==> config.mk <==
export PLATFORM = sky130hd
export DESIGN_NAME = gripper_pickup_sequencer_unit
export DESIGN_NICKNAME = d
export VERILOG_FILES = /design/src/gps_pkg.sv /design/src/gps_cfg_regs.sv /design/src/gps_step.sv /design/src/gripper_pickup_sequencer_unit.sv
export SDC_FILE = /design/constraint.sdc
export NUM_CORES = 1
export LEC_CHECK = 0
export BUFFER_PORTS_ARGS = -buffer_cell sky130_fd_sc_hd__buf_2
export CAP_MARGIN = 10
export CORE_MARGIN = 4
export CORE_UTILIZATION = 40
export DETAILED_ROUTE_END_ITERATION = 16
export PLACE_DENSITY = 0.55
export SYNTH_ARGS = -nofsm -noshare
export SYNTH_HDL_FRONTEND = slang
export SYNTH_HIERARCHICAL = 1
export SYNTH_SLANG_ARGS = --single-unit
==> constraint.sdc <==
create_clock -name clk -period 7.1 [get_ports clk]
set_input_delay 1.775 -clock clk [delete_from_list [all_inputs] [get_ports clk]]
set_output_delay 1.775 -clock clk [all_outputs]
set_load 0.01 [all_outputs]
==> src/gps_pkg.sv <==
// ----------------------------------------------------------------------------
// Gripper pick-up sequencer package
// Item and result types, configuration layout, phase codes and command codes
// shared by the sequencer modules.
// ----------------------------------------------------------------------------
`default_nettype none

package gps_pkg;

	// Sequencer phases, in the order of the result's phase code.
	typedef enum logic [3:0] {
		PH_INIT     = 4'd0,
		PH_APPROACH = 4'd1,
		PH_FINAL    = 4'd2,
		PH_CLOSE    = 4'd3,
		PH_UP       = 4'd4,
		PH_CONFIRM  = 4'd5,
		PH_COMPLETE = 4'd6,
		PH_FAIL     = 4'd7,
		PH_FAILED   = 4'd8
	} gps_phase_t;

	// Input item kinds.
	localparam logic KIND_START = 1'b0;
	localparam logic KIND_TICK  = 1'b1;

	// Gripper poses.
	localparam logic [1:0] POSE_DOWN_OPEN    = 2'd0;
	localparam logic [1:0] POSE_DOWN_CLOSED  = 2'd1;
	localparam logic [1:0] POSE_UP_CLOSED    = 2'd2;
	localparam logic [1:0] POSE_HOVER_CLOSED = 2'd3;

	// Waypoint commands.
	localparam logic [2:0] WP_NONE     = 3'd0;
	localparam logic [2:0] WP_APPROACH = 3'd1;
	localparam logic [2:0] WP_FORWARD  = 3'd2;
	localparam logic [2:0] WP_REVERSE  = 3'd3;
	localparam logic [2:0] WP_CLEAR    = 3'd4;

	// Leave requests.
	localparam logic [1:0] LEAVE_STAY   = 2'd0;
	localparam logic [1:0] LEAVE_HOME   = 2'd1;
	localparam logic [1:0] LEAVE_SEARCH = 2'd2;

	// Back-off distance used when a pick-up fails.
	localparam logic [15:0] REVERSE_MM = 16'd300;

	// Configuration register indexes.
	localparam int unsigned CFG_INDEX_W = 3;
	localparam logic [CFG_INDEX_W-1:0] REG_ATTEMPT_LIMIT    = 3'd0;
	localparam logic [CFG_INDEX_W-1:0] REG_CLOSE_TIME_MS    = 3'd1;
	localparam logic [CFG_INDEX_W-1:0] REG_UP_TIME_MS       = 3'd2;
	localparam logic [CFG_INDEX_W-1:0] REG_CONFIRM_TIME_MS  = 3'd3;
	localparam logic [CFG_INDEX_W-1:0] REG_COMPLETE_HOLD_MS = 3'd4;
	localparam logic [CFG_INDEX_W-1:0] REG_SECURE_DIST_MM   = 3'd5;
	localparam int unsigned CFG_DATA_W = 16;

	// Configuration reset values.
	localparam logic [7:0]  RST_ATTEMPT_LIMIT    = 8'd5;
	localparam logic [15:0] RST_CLOSE_TIME_MS    = 16'd1000;
	localparam logic [15:0] RST_UP_TIME_MS       = 16'd1000;
	localparam logic [15:0] RST_CONFIRM_TIME_MS  = 16'd2000;
	localparam logic [15:0] RST_COMPLETE_HOLD_MS = 16'd1500;
	localparam logic [15:0] RST_SECURE_DIST_MM   = 16'd150;

	typedef struct packed {
		logic [7:0]  attempt_limit;
		logic [15:0] close_time_ms;
		logic [15:0] up_time_ms;
		logic [15:0] confirm_time_ms;
		logic [15:0] complete_hold_ms;
		logic [15:0] secure_distance_mm;
	} gps_cfg_t;

	typedef struct packed {
		logic        kind;
		logic [31:0] now_ms;
		logic        cube_visible;
		logic [15:0] cube_distance_mm;
		logic        approach_arrived;
		logic        linear_arrived;
		logic        tag_seen;
		logic [15:0] tag_distance_mm;
	} gps_in_t;

	typedef struct packed {
		logic [3:0]  phase;
		logic [1:0]  gripper_pose;
		logic [2:0]  waypoint_cmd;
		logic [15:0] move_distance_mm;
		logic [1:0]  leave_request;
	} gps_out_t;

endpackage

`default_nettype wire

==> src/gps_cfg_regs.sv <==
// ----------------------------------------------------------------------------
// Gripper pick-up sequencer configuration registers
// Holds the six tuning registers and decodes writes from the config channel.
// ----------------------------------------------------------------------------
`default_nettype none

module gps_cfg_regs (
	input  wire logic                             clk,
	input  wire logic                             arst_n,
	input  wire logic                             wr_en,
	input  wire logic [gps_pkg::CFG_INDEX_W-1:0]  wr_index,
	input  wire logic [gps_pkg::CFG_DATA_W-1:0]   wr_data,
	output gps_pkg::gps_cfg_t                     cfg
);

	gps_pkg::gps_cfg_t cfg_q;

	always_ff @(posedge clk or negedge arst_n) begin
		if (!arst_n) begin
			cfg_q.attempt_limit      <= gps_pkg::RST_ATTEMPT_LIMIT;
			cfg_q.close_time_ms      <= gps_pkg::RST_CLOSE_TIME_MS;
			cfg_q.up_time_ms         <= gps_pkg::RST_UP_TIME_MS;
			cfg_q.confirm_time_ms    <= gps_pkg::RST_CONFIRM_TIME_MS;
			cfg_q.complete_hold_ms   <= gps_pkg::RST_COMPLETE_HOLD_MS;
			cfg_q.secure_distance_mm <= gps_pkg::RST_SECURE_DIST_MM;
		end else if (wr_en) begin
			// Writes to indexes past the last register are dropped.
			unique case (wr_index)
				gps_pkg::REG_ATTEMPT_LIMIT:    cfg_q.attempt_limit      <= wr_data[7:0];
				gps_pkg::REG_CLOSE_TIME_MS:    cfg_q.close_time_ms      <= wr_data;
				gps_pkg::REG_UP_TIME_MS:       cfg_q.up_time_ms         <= wr_data;
				gps_pkg::REG_CONFIRM_TIME_MS:  cfg_q.confirm_time_ms    <= wr_data;
				gps_pkg::REG_COMPLETE_HOLD_MS: cfg_q.complete_hold_ms   <= wr_data;
				gps_pkg::REG_SECURE_DIST_MM:   cfg_q.secure_distance_mm <= wr_data;
				default: ;
			endcase
		end
	end

	assign cfg = cfg_q;

endmodule

`default_nettype wire

==> src/gps_step.sv <==
// ----------------------------------------------------------------------------
// Gripper pick-up sequencer step
// Sequencer state and the combinational step logic: phase transition, then
// the action of the resulting phase, then the leave request.
// ----------------------------------------------------------------------------
`default_nettype none

module gps_step (
	input  wire logic               clk,
	input  wire logic               arst_n,
	input  wire logic               commit,
	input  wire gps_pkg::gps_in_t   item,
	input  wire gps_pkg::gps_cfg_t  cfg,
	output gps_pkg::gps_out_t       result
);

	gps_pkg::gps_phase_t phase_q, phase_d;
	logic [7:0]  attempt_q, attempt_d, attempt_inc;
	logic [31:0] start_q, start_d;
	logic        secured_q, secured_d;
	logic        appr_q, appr_d;
	logic        move_q, move_d;
	logic [1:0]  grip_q, grip_d;

	logic        tick;
	logic        appr_clr, move_clr, start_upd;
	logic        too_many;
	logic [31:0] elapsed, hold_elapsed;
	logic [2:0]  cmd;
	logic [15:0] move_dist;
	logic [1:0]  leave;

	assign tick        = (item.kind == gps_pkg::KIND_TICK);
	assign elapsed     = item.now_ms - start_q;
	assign too_many    = (attempt_q > cfg.attempt_limit);
	assign attempt_inc = (attempt_q == 8'hFF) ? attempt_q : attempt_q + 8'd1;

	// Next-phase logic: at most one transition per tick.
	always_comb begin
		phase_d   = phase_q;
		appr_clr  = 1'b0;
		move_clr  = 1'b0;
		start_upd = 1'b0;
		if (!tick) begin
			phase_d = gps_pkg::PH_INIT;
		end else begin
			unique case (phase_q)
				gps_pkg::PH_INIT: begin
					if (appr_q) begin
						phase_d = gps_pkg::PH_APPROACH;
					end else if (too_many) begin
						phase_d = gps_pkg::PH_FAILED;
					end
				end
				gps_pkg::PH_APPROACH: begin
					if (appr_q && item.approach_arrived) begin
						appr_clr = 1'b1;
						phase_d  = gps_pkg::PH_FINAL;
					end else if (too_many) begin
						phase_d = gps_pkg::PH_FAILED;
					end
				end
				gps_pkg::PH_FINAL: begin
					if (move_q && item.linear_arrived) begin
						move_clr  = 1'b1;
						start_upd = 1'b1;
						phase_d   = gps_pkg::PH_CLOSE;
					end
				end
				gps_pkg::PH_CLOSE: begin
					if (elapsed >= {16'd0, cfg.close_time_ms}) begin
						start_upd = 1'b1;
						phase_d   = gps_pkg::PH_UP;
					end
				end
				gps_pkg::PH_UP: begin
					if (elapsed >= {16'd0, cfg.up_time_ms}) begin
						start_upd = 1'b1;
						phase_d   = gps_pkg::PH_CONFIRM;
					end
				end
				gps_pkg::PH_CONFIRM: begin
					if (secured_q) begin
						start_upd = 1'b1;
						phase_d   = gps_pkg::PH_COMPLETE;
					end else if (elapsed >= {16'd0, cfg.confirm_time_ms}) begin
						phase_d = gps_pkg::PH_FAIL;
					end
				end
				gps_pkg::PH_FAIL: begin
					if (move_q && item.linear_arrived) begin
						phase_d = gps_pkg::PH_INIT;
					end
				end
				default: ;
			endcase
		end
	end

	// Once the phase moved to complete in this tick the timer restarts at zero.
	assign hold_elapsed = start_upd ? 32'd0 : elapsed;

	// Phase action, commands and state updates.
	always_comb begin
		appr_d    = appr_q;
		move_d    = move_q;
		attempt_d = attempt_q;
		secured_d = secured_q;
		grip_d    = grip_q;
		start_d   = start_upd ? item.now_ms : start_q;
		cmd       = gps_pkg::WP_NONE;
		move_dist = 16'd0;
		leave     = gps_pkg::LEAVE_STAY;
		if (!tick) begin
			attempt_d = 8'd0;
			secured_d = 1'b0;
			appr_d    = 1'b0;
			move_d    = 1'b0;
		end else begin
			if (appr_clr) begin
				appr_d = 1'b0;
			end
			if (move_clr) begin
				move_d = 1'b0;
			end
			if (appr_clr || move_clr) begin
				cmd = gps_pkg::WP_CLEAR;
			end
			if (phase_d != phase_q) begin
				if (phase_d == gps_pkg::PH_FINAL) begin
					move_d    = 1'b1;
					cmd       = gps_pkg::WP_FORWARD;
					move_dist = item.cube_distance_mm;
				end else if (phase_d == gps_pkg::PH_FAIL) begin
					move_d    = 1'b1;
					cmd       = gps_pkg::WP_REVERSE;
					move_dist = gps_pkg::REVERSE_MM;
				end
			end
			unique case (phase_d)
				gps_pkg::PH_INIT: begin
					if (item.cube_visible) begin
						appr_d    = 1'b1;
						cmd       = gps_pkg::WP_APPROACH;
						move_dist = 16'd0;
					end else begin
						attempt_d = attempt_inc;
					end
				end
				gps_pkg::PH_APPROACH: begin
					grip_d    = gps_pkg::POSE_DOWN_OPEN;
					attempt_d = item.tag_seen ? 8'd0 : attempt_inc;
				end
				gps_pkg::PH_FINAL:    grip_d = gps_pkg::POSE_DOWN_OPEN;
				gps_pkg::PH_CLOSE:    grip_d = gps_pkg::POSE_DOWN_CLOSED;
				gps_pkg::PH_UP:       grip_d = gps_pkg::POSE_UP_CLOSED;
				gps_pkg::PH_CONFIRM: begin
					if (item.tag_seen && (item.tag_distance_mm < cfg.secure_distance_mm)) begin
						secured_d = 1'b1;
					end
				end
				gps_pkg::PH_COMPLETE: grip_d = gps_pkg::POSE_HOVER_CLOSED;
				gps_pkg::PH_FAIL:     grip_d = gps_pkg::POSE_DOWN_OPEN;
				default: ;
			endcase
			if (phase_d == gps_pkg::PH_COMPLETE &&
			    hold_elapsed >= {16'd0, cfg.complete_hold_ms}) begin
				leave = gps_pkg::LEAVE_HOME;
			end else if (phase_d == gps_pkg::PH_FAILED) begin
				leave = gps_pkg::LEAVE_SEARCH;
			end
		end
	end

	always_ff @(posedge clk or negedge arst_n) begin
		if (!arst_n) begin
			phase_q   <= gps_pkg::PH_INIT;
			attempt_q <= 8'd0;
			start_q   <= 32'd0;
			secured_q <= 1'b0;
			appr_q    <= 1'b0;
			move_q    <= 1'b0;
			grip_q    <= gps_pkg::POSE_DOWN_OPEN;
		end else if (commit) begin
			phase_q   <= phase_d;
			attempt_q <= attempt_d;
			start_q   <= start_d;
			secured_q <= secured_d;
			appr_q    <= appr_d;
			move_q    <= move_d;
			grip_q    <= grip_d;
		end
	end

	assign result = {phase_d, grip_d, cmd, move_dist, leave};

endmodule

`default_nettype wire

==> src/gripper_pickup_sequencer_unit.sv <==
// ----------------------------------------------------------------------------
// Gripper pick-up sequencer unit
// Steps a gripper through cube pick-up, one request per control tick.
// ----------------------------------------------------------------------------
// Usage: each input request is either a start (kind 0), which returns the
// sequencer to its init phase, or a control tick (kind 1), which makes at most
// one phase transition and then performs that phase's action. Every input
// request produces exactly one result request carrying the phase, gripper
// pose, waypoint command with its distance, and a leave request.
// Both data channels use valid/stall: a request moves on a rising edge with
// valid high and stall low. Configuration is written through a separate
// valid/ready channel that is always ready; write it only while idle.
// The accepted request waits in the input register, then the step logic updates
// the state and fills the result register, from which the result is taken.
// Throughput is one request per cycle while the receiver does not stall, as
// the step logic is combinational. When the receiver stalls, the held
// result stays put and one further request can wait in the input register
// before in_stall rises.
// Reset clears the phase to init, all counters and flags to zero, and loads
// the configuration registers with their default values.
// ----------------------------------------------------------------------------
`default_nettype none

module gripper_pickup_sequencer_unit (
	input  wire logic                             clk,
	input  wire logic                             arst_n,
	input  wire logic                             in_valid,
	output logic                                  in_stall,
	input  wire gps_pkg::gps_in_t                 in_data,
	output logic                                  out_valid,
	input  wire logic                             out_stall,
	output gps_pkg::gps_out_t                     out_data,
	input  wire logic                             cfg_valid,
	output logic                                  cfg_ready,
	input  wire logic [gps_pkg::CFG_INDEX_W-1:0]  cfg_index,
	input  wire logic [gps_pkg::CFG_DATA_W-1:0]   cfg_data
);

	gps_pkg::gps_cfg_t cfg;
	gps_pkg::gps_in_t  item_s1;
	gps_pkg::gps_out_t result;
	gps_pkg::gps_out_t out_q;
	logic              valid_s1;
	logic              out_valid_q;
	logic              accept;
	logic              advance;

	// The configuration channel never back-pressures.
	assign cfg_ready = 1'b1;

	gps_cfg_regs u_cfg (
		.clk      (clk),
		.arst_n   (arst_n),
		.wr_en    (cfg_valid && cfg_ready),
		.wr_index (cfg_index),
		.wr_data  (cfg_data),
		.cfg      (cfg)
	);

	// The request in the input register is stepped whenever the result
	// register is empty or its content is being taken this cycle.
	assign advance  = valid_s1 && (!out_valid_q || !out_stall);
	assign in_stall = valid_s1 && !advance;
	assign accept   = in_valid && !in_stall;

	always_ff @(posedge clk or negedge arst_n) begin
		if (!arst_n) begin
			valid_s1 <= 1'b0;
		end else if (accept) begin
			valid_s1 <= 1'b1;
		end else if (advance) begin
			valid_s1 <= 1'b0;
		end
	end

	always_ff @(posedge clk) begin
		if (accept) begin
			item_s1 <= in_data;
		end
	end

	// Step logic and sequencer state; state commits when the request advances.
	gps_step u_step (
		.clk    (clk),
		.arst_n (arst_n),
		.commit (advance),
		.item   (item_s1),
		.cfg    (cfg),
		.result (result)
	);

	always_ff @(posedge clk or negedge arst_n) begin
		if (!arst_n) begin
			out_valid_q <= 1'b0;
		end else if (advance) begin
			out_valid_q <= 1'b1;
		end else if (!out_stall) begin
			out_valid_q <= 1'b0;
		end
	end

	always_ff @(posedge clk) begin
		if (advance) begin
			out_q <= result;
		end
	end

	assign out_valid = out_valid_q;
	assign out_data  = out_q;

endmodule

`default_nettype wire

# ---- Word level (Yosys, flattened, before mapping)
# Index checks and enable logic that the tools add are counted.
dict set report totals {
  word_cells 151
  register_bits 235
  inputBits 93
}
dict set report classes {
  bitwise_logic 1
  n_mux 59
  eq_ne 26
  n_reduce_logical 28
  n_lt_le_gt_ge 6
  add_sub_neg 2
}
# operator count
set op_table {}
lappend op_table {{$ge A32 B16 Y1} 4}
lappend op_table {{$mux W16} 4}
lappend op_table {{$mux W4} 10}
lappend op_table {{$mux W32} 1}
lappend op_table {{$mux W8} 4}
lappend op_table {{$sub A32 B32 Y32} 1}
lappend op_table {{$eq A4 B3 Y1 const B} 7}
lappend op_table {{$pmux W4 S7} 1}
lappend op_table {{$mux W1} 27}
lappend op_table {{$mux W3} 6}
lappend op_table {{$eq A4 B2 Y1 const B} 4}
lappend op_table {{$lt A16 B16 Y1} 1}
lappend op_table {{$pmux W8 S2} 1}
lappend op_table {{$reduce_and A2 Y1} 7}
lappend op_table {{$mux W9} 1}
lappend op_table {{$add A8 B1 Y8 const B} 1}
lappend op_table {{$eq A4 B1 Y1 const B} 2}
lappend op_table {{$eq A8 B8 Y1 const B} 1}
lappend op_table {{$gt A8 B8 Y1} 1}
lappend op_table {{$logic_not A4 Y1} 2}
lappend op_table {{$pmux W2 S4} 1}
lappend op_table {{$logic_and A1 B1 Y1} 7}
lappend op_table {{$eq A3 B2 Y1 const B} 2}
lappend op_table {{$eq A3 B3 Y1 const B} 2}
lappend op_table {{16 further kinds} 24}

# ---- Depth between registers and ports, before layout
# Gate-level depths: netlist of the first run.
dict set report depth {
  word_depth 12
  ltp_mapped 31
}

# ---- By module
# Netlist of the first run, hierarchy kept.
# mod area_per_inst_um2 instances cells_per_inst seq_area_each_um2
set modules_own_cells {}
lappend modules_own_cells {gps_step 7462.2 1 928 1226.2}
lappend modules_own_cells {gps_cfg_regs 3544.6 1 191 2240.9}
lappend modules_own_cells {gripper_pickup_sequencer_unit 2986.6 1 106 2932.8}

# ---- Least setup slack after synthesis of the first run
# OpenSTA, ideal clock, no wires.
dict set report synth_timing {
  path_kind {register -> register}
  from {register item_s1[36] in the netlist's numbering}
  to {register out_q (netlist bit out_data[0]), data pin}
  n_path_buf 0
  stages_incl_launch_ff 29
  setup_slack_ps 1095
  setup_time_ps 262
  period_less_slack_ps 6005
  t_arrival_ps 5743
  cell_sequence {edfxtp_1 > inv_1 > ha_1 > inv_1 > fa_1 > a211oi_1 > o211ai_1 > a21oi_1 > nor4_1 > or4_1 > a2111o_1 > a2111o_1 > nor4_4 > nor2_2 > o311ai_4 > or2b_1 > ha_1 > nand2b_1 > a21o_1 > a21o_1 > a21o_1 > a21o_1 > a21o_1 > a211oi_1 > o31ai_1 > a21oi_1 > o21ai_0 > a31oi_1 > a211oi_1}
}
dict set report synth_between {
  elab_chain_cells 9
  word_cells_on_any_way 19
  classes_between {1 x add/sub; 4 x order compare; 1 x eq/ne; 12 x mux; 1 x reduce/logical}
}
# element line
set synth_lines {}
lappend synth_lines {{start: declaration} gripper_pickup_sequencer_unit.sv:40} ;# gps_pkg::gps_in_t item_s1;
lappend synth_lines {{start signal: assignment} gripper_pickup_sequencer_unit.sv:78} ;# item_s1 <= in_data;
lappend synth_lines {{$sub A32 B32 Y32 *} gps_step.sv:34} ;# assign elapsed = item.now_ms - start_q;
lappend synth_lines {{$ge A32 B16 Y1, on equally long branches} {gps_step.sv:77, gps_step.sv:71, gps_step.sv:86}}
lappend synth_lines {{$mux W1, or another cell as far along} gps_step.sv:77} ;# if (elapsed >= {16'd0, cfg.up_time_ms}) begin
lappend synth_lines {{$pmux W1 S4 / $mux W4 (equally long branches)} {gps_step.sv:47, gps_step.sv:83}}
lappend synth_lines {{$mux W1 / $pmux W4 S7 (equally long branches)} {gps_step.sv:44, gps_step.sv:47}}
lappend synth_lines {{$mux W32 / $mux W4 (equally long branches)} {gps_step.sv:101, gps_step.sv:44}}
lappend synth_lines {{$ge A32 B16 Y1 / $eq A4 B3 Y1 (equally long branches)} {gps_step.sv:167, gps_step.sv:166}}
lappend synth_lines {{$logic_and A1 B1 Y1 *} gps_step.sv:166} ;# if (phase_d == gps_pkg::PH_COMPLETE &&
lappend synth_lines {{$mux W1 *} gps_step.sv:166}
lappend synth_lines {{end signal: assignment} gripper_pickup_sequencer_unit.sv:104} ;# out_q <= result;
lappend synth_lines {{end: declaration} gripper_pickup_sequencer_unit.sv:42} ;# gps_pkg::gps_out_t out_q;
# Every way passes the cells marked *; elsewhere a longest branch is shown, timed or not.
# A chain may end at the register's enable or synchronous reset.

# ---- Worst setup path in the final report of the first run
dict set report layout_timing {
  from {register item_s1[53] in the netlist's numbering}
  to {register out_q (netlist bit out_data[0]), data pin}
}
# The elaborated chain is that of the path after synthesis.

==> results of run 1 <==
-- sequential cells by signal, indices dropped and copies added, names as in the netlist, 2 cells and up --
register	flops
u_cfg/cfg	88
item_s1	69
u_step/start_q	32
out_data	27
u_step/attempt_q	8
u_step/phase_q	4
u_step/grip_q	2
-- worst max-delay path: cells and delay by family, from the launching register on --
kind	cells	cell delay [ps]
simple gates	5	1650
flops	1	410
fa+ha+maj	2	690
compound gates	18	3620
-- per-stage QoR --
stage          setup WS, ps  total power, uW
3_3_place_gp            525             5390
5_1_grt                25.4             7400
6_report                484             6830
4_1_cts                 184             6830
2_1_floorplan          1100             4480
3_5_place_dp            259             5430
-- where the power goes --
part           switching [uW]  leakage [uW]  internal (uW)  total, uW
logic                    2030       0.00405           1490       3520
registers                 196       0.00260           1760       1960
clock network             575      0.000434            771       1350
total                    2800       0.00709           4030       6830
-- synthesized netlist by cell type (all sizes together) (6+ instances only) --
library cell and count:
nor2 43, a21o 38, o21ai 48, nand2 57, dfstp 31, and2 23, edfxtp 96, or3 10
inv 131, nand4 20, a211o 6, buf 24, a31oi 11, clkbuf 12, nor3 25, nor3b 16
dfrtp 108, nand2b 13, ha 119, nor2b 7, xor2 9, a21oi 70, nand3 29, mux2 123
and3 8, xnor2 9, a211oi 9, o211ai 13, o21a 18, o2111ai 9
-- cells by family after synthesis --
kind of cell	count (synthesis)	share of synthesized area [%]
adders and majority gates	120	10.8
xor gates and xnor gates	18	1.13
other	1	0.0268
DFF	235	45.7
and+or+nand+nor	283	11.5
muxes	126	11.6
buffers and inverters	168	5.75
AOI/OAI and AO/OA	274	13.5
-- layout make-up --
| type | count | area, um2 | area share (%) |
|---|---|---|---|
| multi-input cells | 822 | 6840 | 43.1 |
| flip-flops and latches | 235 | 6400 | 40.3 |
| clock buffers | 38 | 779 | 4.91 |
| repair buffers | 133 | 702 | 4.42 |
| well taps | 455 | 569 | 3.59 |
| inverters | 132 | 495 | 3.12 |
| clock inverters | 14 | 83.8 | 0.528 |
-- cell usage in the layout (no fill, tap or decap), types with 5 or more instances in the layout --
master and count:
and3_1 8, ha_1 117, edfxtp_1 96, buf_4 12, a21o_1 37, mux2_4 54
nor3_1 24, a21oi_1 65, o21a_1 18, a211oi_1 8, clkbuf_1 7, a31oi_1 11
nor3b_1 16, a211o_1 6, nor2b_1 7, xor2_1 8, nor2_1 41, nand3_1 27
xnor2_1 9, and2_1 22, nand4_1 20, o2111ai_1 9, o211ai_1 12, or3_1 10
dfrtp_1 108, nand2b_1 12, o21ai_0 46, inv_1 130, mux2_2 69, dfstp_2 31
or4_1 5, clkinv_2 9, nand2_1 57, buf_2 120, clkbuf_16 29
-- path summary, 6_finish.rpt --
path	from	end	slack, ps
min in group asynchronous	arst_n	out_valid	1290
hold reg to reg	u_cfg/cfg[45]	u_cfg/cfg[45]	500
max in group asynchronous	arst_n	u_cfg/cfg[66]	4530
setup reg to reg	item_s1[53]	out_data[0]	480
hold / removal	u_cfg/cfg[45]	u_cfg/cfg[45]	500
setup / recovery	item_s1[53]	out_data[0]	480
-- timing repair --
item | CTS | global route
endpoints found under the setup margin | 0 | 1
setup buffers | 0 | 1
resized for setup | 0 | 10
-- metal layers --
metal | global-route usage, % | up-vias
met5 | 0 | -
met4 | 3.65 | 0
met3 | 2.07 | 43
met2 | 28.7 | 184
met1 | 25.1 | 4785
li1 | - | 4759
==> impl_metrics.ini, run 1 <==
[cells_and_area]
drive_gt1_share_pct = 26.9
finish.instance_area_um2 = 15900
final_util_pct = 45.9
finalNetCount = 1565
final-instance-count-excl-fill = 1829
fillers = 3282
antennaDiodeCount = 0
synthToLayoutAreaGrowth_pct = 13.4

[die]
initial_core_util_pct = 40.5
ios = 123
core_area_um2 = 34500
rows = 68
fp.dieW_um = 195
die_height_um = 195
die_area_um2 = 38000

[power]
ir_drop_uv = 220
powerDensity_nw_per_um2 = 430
p_leak_uw = 0.00709

[synthesis]
synth_top_flop_cell = dfrtp_1
syn_area_um2 = 14000
ys_warn_count = 6
avgSynthCellArea_um2 = 11.4
ys_seq_area_share_pct = 45.7
yosys-top-cells-area = edfxtp_1 21%, dfrtp_1 19%, ha_1 11%, dfstp_2 5.8%, mux2_4 5.8%
yosysTopAreaCellShare_pct = 20.6
async_flop_share_pct = 59.1
ys_types = 93
synth_nets = 1438
synth_edf_count = 96
ys_ff_latch = 235
netlist_instances = 1225
yosys.area.top_type = edfxtp_1

[worst_setup_path]
critPathLaunchType = flop
critPathKind = reg2reg
endpoint_kind = flop
critPathMaxStageDelay_ps = 500
cpMaxStageDelayCell = or4_1
reg2reg_depth = 25
worstPathArrival_ps = 6900
required_ps = 7380
crit_fanout = 8
crit_top_cell = a21o_1

[placed_design]
portBuffers = 121
dp_hpwl_mm = 25.0
placed_area_um2 = 15000
dp.cells = 1776
place.gp.congestion = 0.889

[detailed_routing]
drt_wl_total_mm = 34.0
detail-route-antenna-nets = 0
wl_met2_mm = 16.0
top_layer_used = met4
via_count = 9771
wl_per_cell_um = 18.6
drc_errors = 0
drtIter0Drc = 521
dr.pass1.iters = 5
wl_met3_mm = 1.24
vias_per_cell = 5.34
wl_met1_mm = 16.1

[clocking]
clkTransAtPathRegs_ps = 70
ctsHoldBuffers = 0
cts.sinks = 235
clock_latency_ps = 540
htreeDepth = 1
numCtsBuffers = 28
clock-root-buffer = clkbuf_16
cts_tree = yes
cts_buffer_depth = 3

[global_routing]
grt_max_degree = 84
grt_pass1_vias = 9732
antenna_found_initial = 0
grt_usage_pct = 17.5
grt_pass1_wl_mm = 54.8
overflow = 0

[timing]
setup-tns-final_ps = 0
report.final.slew_viol_count = 0
finalHoldViolCount = 0
skew_ps = 15.1
post-route-period-util_pct = 93.2
hold_slack_ps = 504
worst_pin_slew_ps = 1240
min_period_ps = 6620
rsz0062_at_grt = no
relSlewSlack_pct = 16.2
clock.fmax_mhz = 151
setup_violations = 0

[run]
maxCapViolCount = 0

[min_path]
min_path_type = reg2reg
hold_depth = 1

[outcome]
status = finished clean
Power figures use the tool's default switching activity.
==> inputs of run 2 (changes only) <==
--- a/config.mk
+++ b/config.mk
@@ -10,7 +10,8 @@
 export CORE_MARGIN = 4
 export CORE_UTILIZATION = 40
 export DETAILED_ROUTE_END_ITERATION = 16
-export PLACE_DENSITY = 0.55
+export PLACE_DENSITY = 0.68
+export SLEW_MARGIN = 20
 export SYNTH_ARGS = -nofsm -noshare
 export SYNTH_HDL_FRONTEND = slang
 export SYNTH_HIERARCHICAL = 1
==> impl_metrics.ini, run 2 (synthesis results as in run 1) <==
[outcome]
status = finished clean

[worst_setup_path]
cpMaxStageDelayCell = or4_1
startpoint = item_s1[56]
critPathLaunchType = flop
worstPathArrival_ps = 6950
endpoint_kind = flop
r2r_end = out_data[0]
setup.worst_path.end = out_data[0]
critPathKind = reg2reg
crit_top_cell = a21o_1
regToRegSetupSlack_ps = 440
required_ps = 7380
reg2reg_depth = 25
crit_fanout = 9
critPathMaxStageDelay_ps = 480
r2r_start = item_s1[56]

[clocking]
cts_buffer_depth = 3
cts_tree = yes
cts.sinks = 235
ctsHoldBuffers = 0
htreeDepth = 1
clkTransAtPathRegs_ps = 60
clock_latency_ps = 550
numCtsBuffers = 28
clock-root-buffer = clkbuf_16

[cells_and_area]
seq_area_um2 = 6400
fillers = 3228
antennaDiodeCount = 0
multi_input_area_um2 = 6820
final_common_cell = inv_1
drive_gt1_share_pct = 26.5
finalNetCount = 1562
synthToLayoutAreaGrowth_pct = 13.6
final_cell_mix = 130 x inv_1, 120 x buf_2, 119 x ha_1, 108 x dfrtp_1, 96 x edfxtp_1
largest_reg_flops = 88
final_util_pct = 46.0

[detailed_routing]
wl_per_cell_um = 18.9
detail-route-antenna-nets = 0
drt_wl_total_mm = 34.5
via_count = 9922
drc_errors = 0
dr.pass1.iters = 5
drtIter0Drc = 634
vias_per_cell = 5.43

[global_routing]
grt_pass1_wl_mm = 55.4
grt_max_degree = 76
overflow = 0
antenna_found_initial = 0
grt_pass1_vias = 10100
grt_usage_pct = 17.8

[timing]
finalHoldViolCount = 0
report.final.slew_viol_count = 0
clock.fmax_mhz = 150
rsz0062_at_grt = no
worst_pin_slew_ps = 1150
post-route-period-util_pct = 93.8
relSlewSlack_pct = 23.0
min_period_ps = 6660
hold_slack_ps = 504
setup_violations = 0
setup-tns-final_ps = 0
skew_ps = 25.3

[die]
die_height_um = 195
die_area_um2 = 38000
rows = 68
ios = 123
initial_core_util_pct = 40.5
core_area_um2 = 34500
fp.dieW_um = 195

[power]
pwr-share-seq_pct = 28.4
clkPwrFrac_pct = 20.6
power.switching_uw = 2840
intPower_uw = 4090
power_uw = 6920
ir_drop_uv = 210
p_leak_uw = 0.00708
p_comb_share_pct = 51.1
powerDensity_nw_per_um2 = 436
netSwitchingFraction_pct = 41.0

[min_path]
min_from = u_cfg/cfg[15]
min_path_type = reg2reg

[run]
maxCapViolCount = 0

[placed_design]
place.gp.congestion = 0.906
portBuffers = 121
dp_hpwl_mm = 25.4
-- run 2: changes by cell type in the layout (fill, tap and decap cells not counted), sizes merged --
cell / delta
buf: -3
inv: -2
clkinv: -3
clkinvlp: +3
bufinv: +2
-- run 2: critical path, delay by kind of cell (launching register included) --
| kind | cells | cell delay, ps |
|---|---|---|
| fa+ha+maj | 2 | 720 |
| flops | 1 | 410 |
| compound gates | 17 | 3680 |
| simple gates | 6 | 1580 |
-- run 2: final cells by class --
cell class	instances	share of cell area (%)
multi-input cells	822	42.9
flip-flops and latches	235	40.3
clock buffers	38	4.97
repair buffers	130	4.28
well taps	455	3.58
inverters	132	3.12
clock inverters	14	0.842
-- run 2: power by group through the flow --
stage                     sequential [uW]  clock (uW)  combinational (uW)
after global routing                 2000        1520                3960
after global placement               1970           0                3380
after CTS                            1960        1460                3480
after detailed placement             1980           0                3450
after floorplan                      1920           0                2560
final                                1960        1420                3540
-- run 2: worst min path at each step --
stage               cells past startpoint  slack, ps            end
floorplan                               1        470      out_valid
global placement                        1        490  u_cfg/cfg[14]
detailed placement                      1        490   u_cfg/cfg[5]
CTS                                     1        510   u_cfg/cfg[5]
global route                            1        510  u_cfg/cfg[15]
finish                                  1        500  u_cfg/cfg[15]
-- run 2: per-layer routing --
layer	vias up	track usage [%]	part of all wire [%]
met3	58	2.61	5.0
met4	0	4.99	2.2
met2	264	29.3	47
met5	-	0	0
met1	4842	24.6	46
li1	4758	-	-
-- run 2: through the flow --
stage               setup WS [ps]  cell area [um2]  instances
finish                        438            15900       1826
floorplan                    1100            14000       1225
detailed placement            352            14900       1773
CTS                           264            15900       1825
global route                 40.8            15900       1826
global placement              593            14900       1773
-- run 2: timing repair --
action                     in CTS  in global routing
buffers inserted                0                  1
resized for setup               0                  7
setup endpoints to repair       0                  1
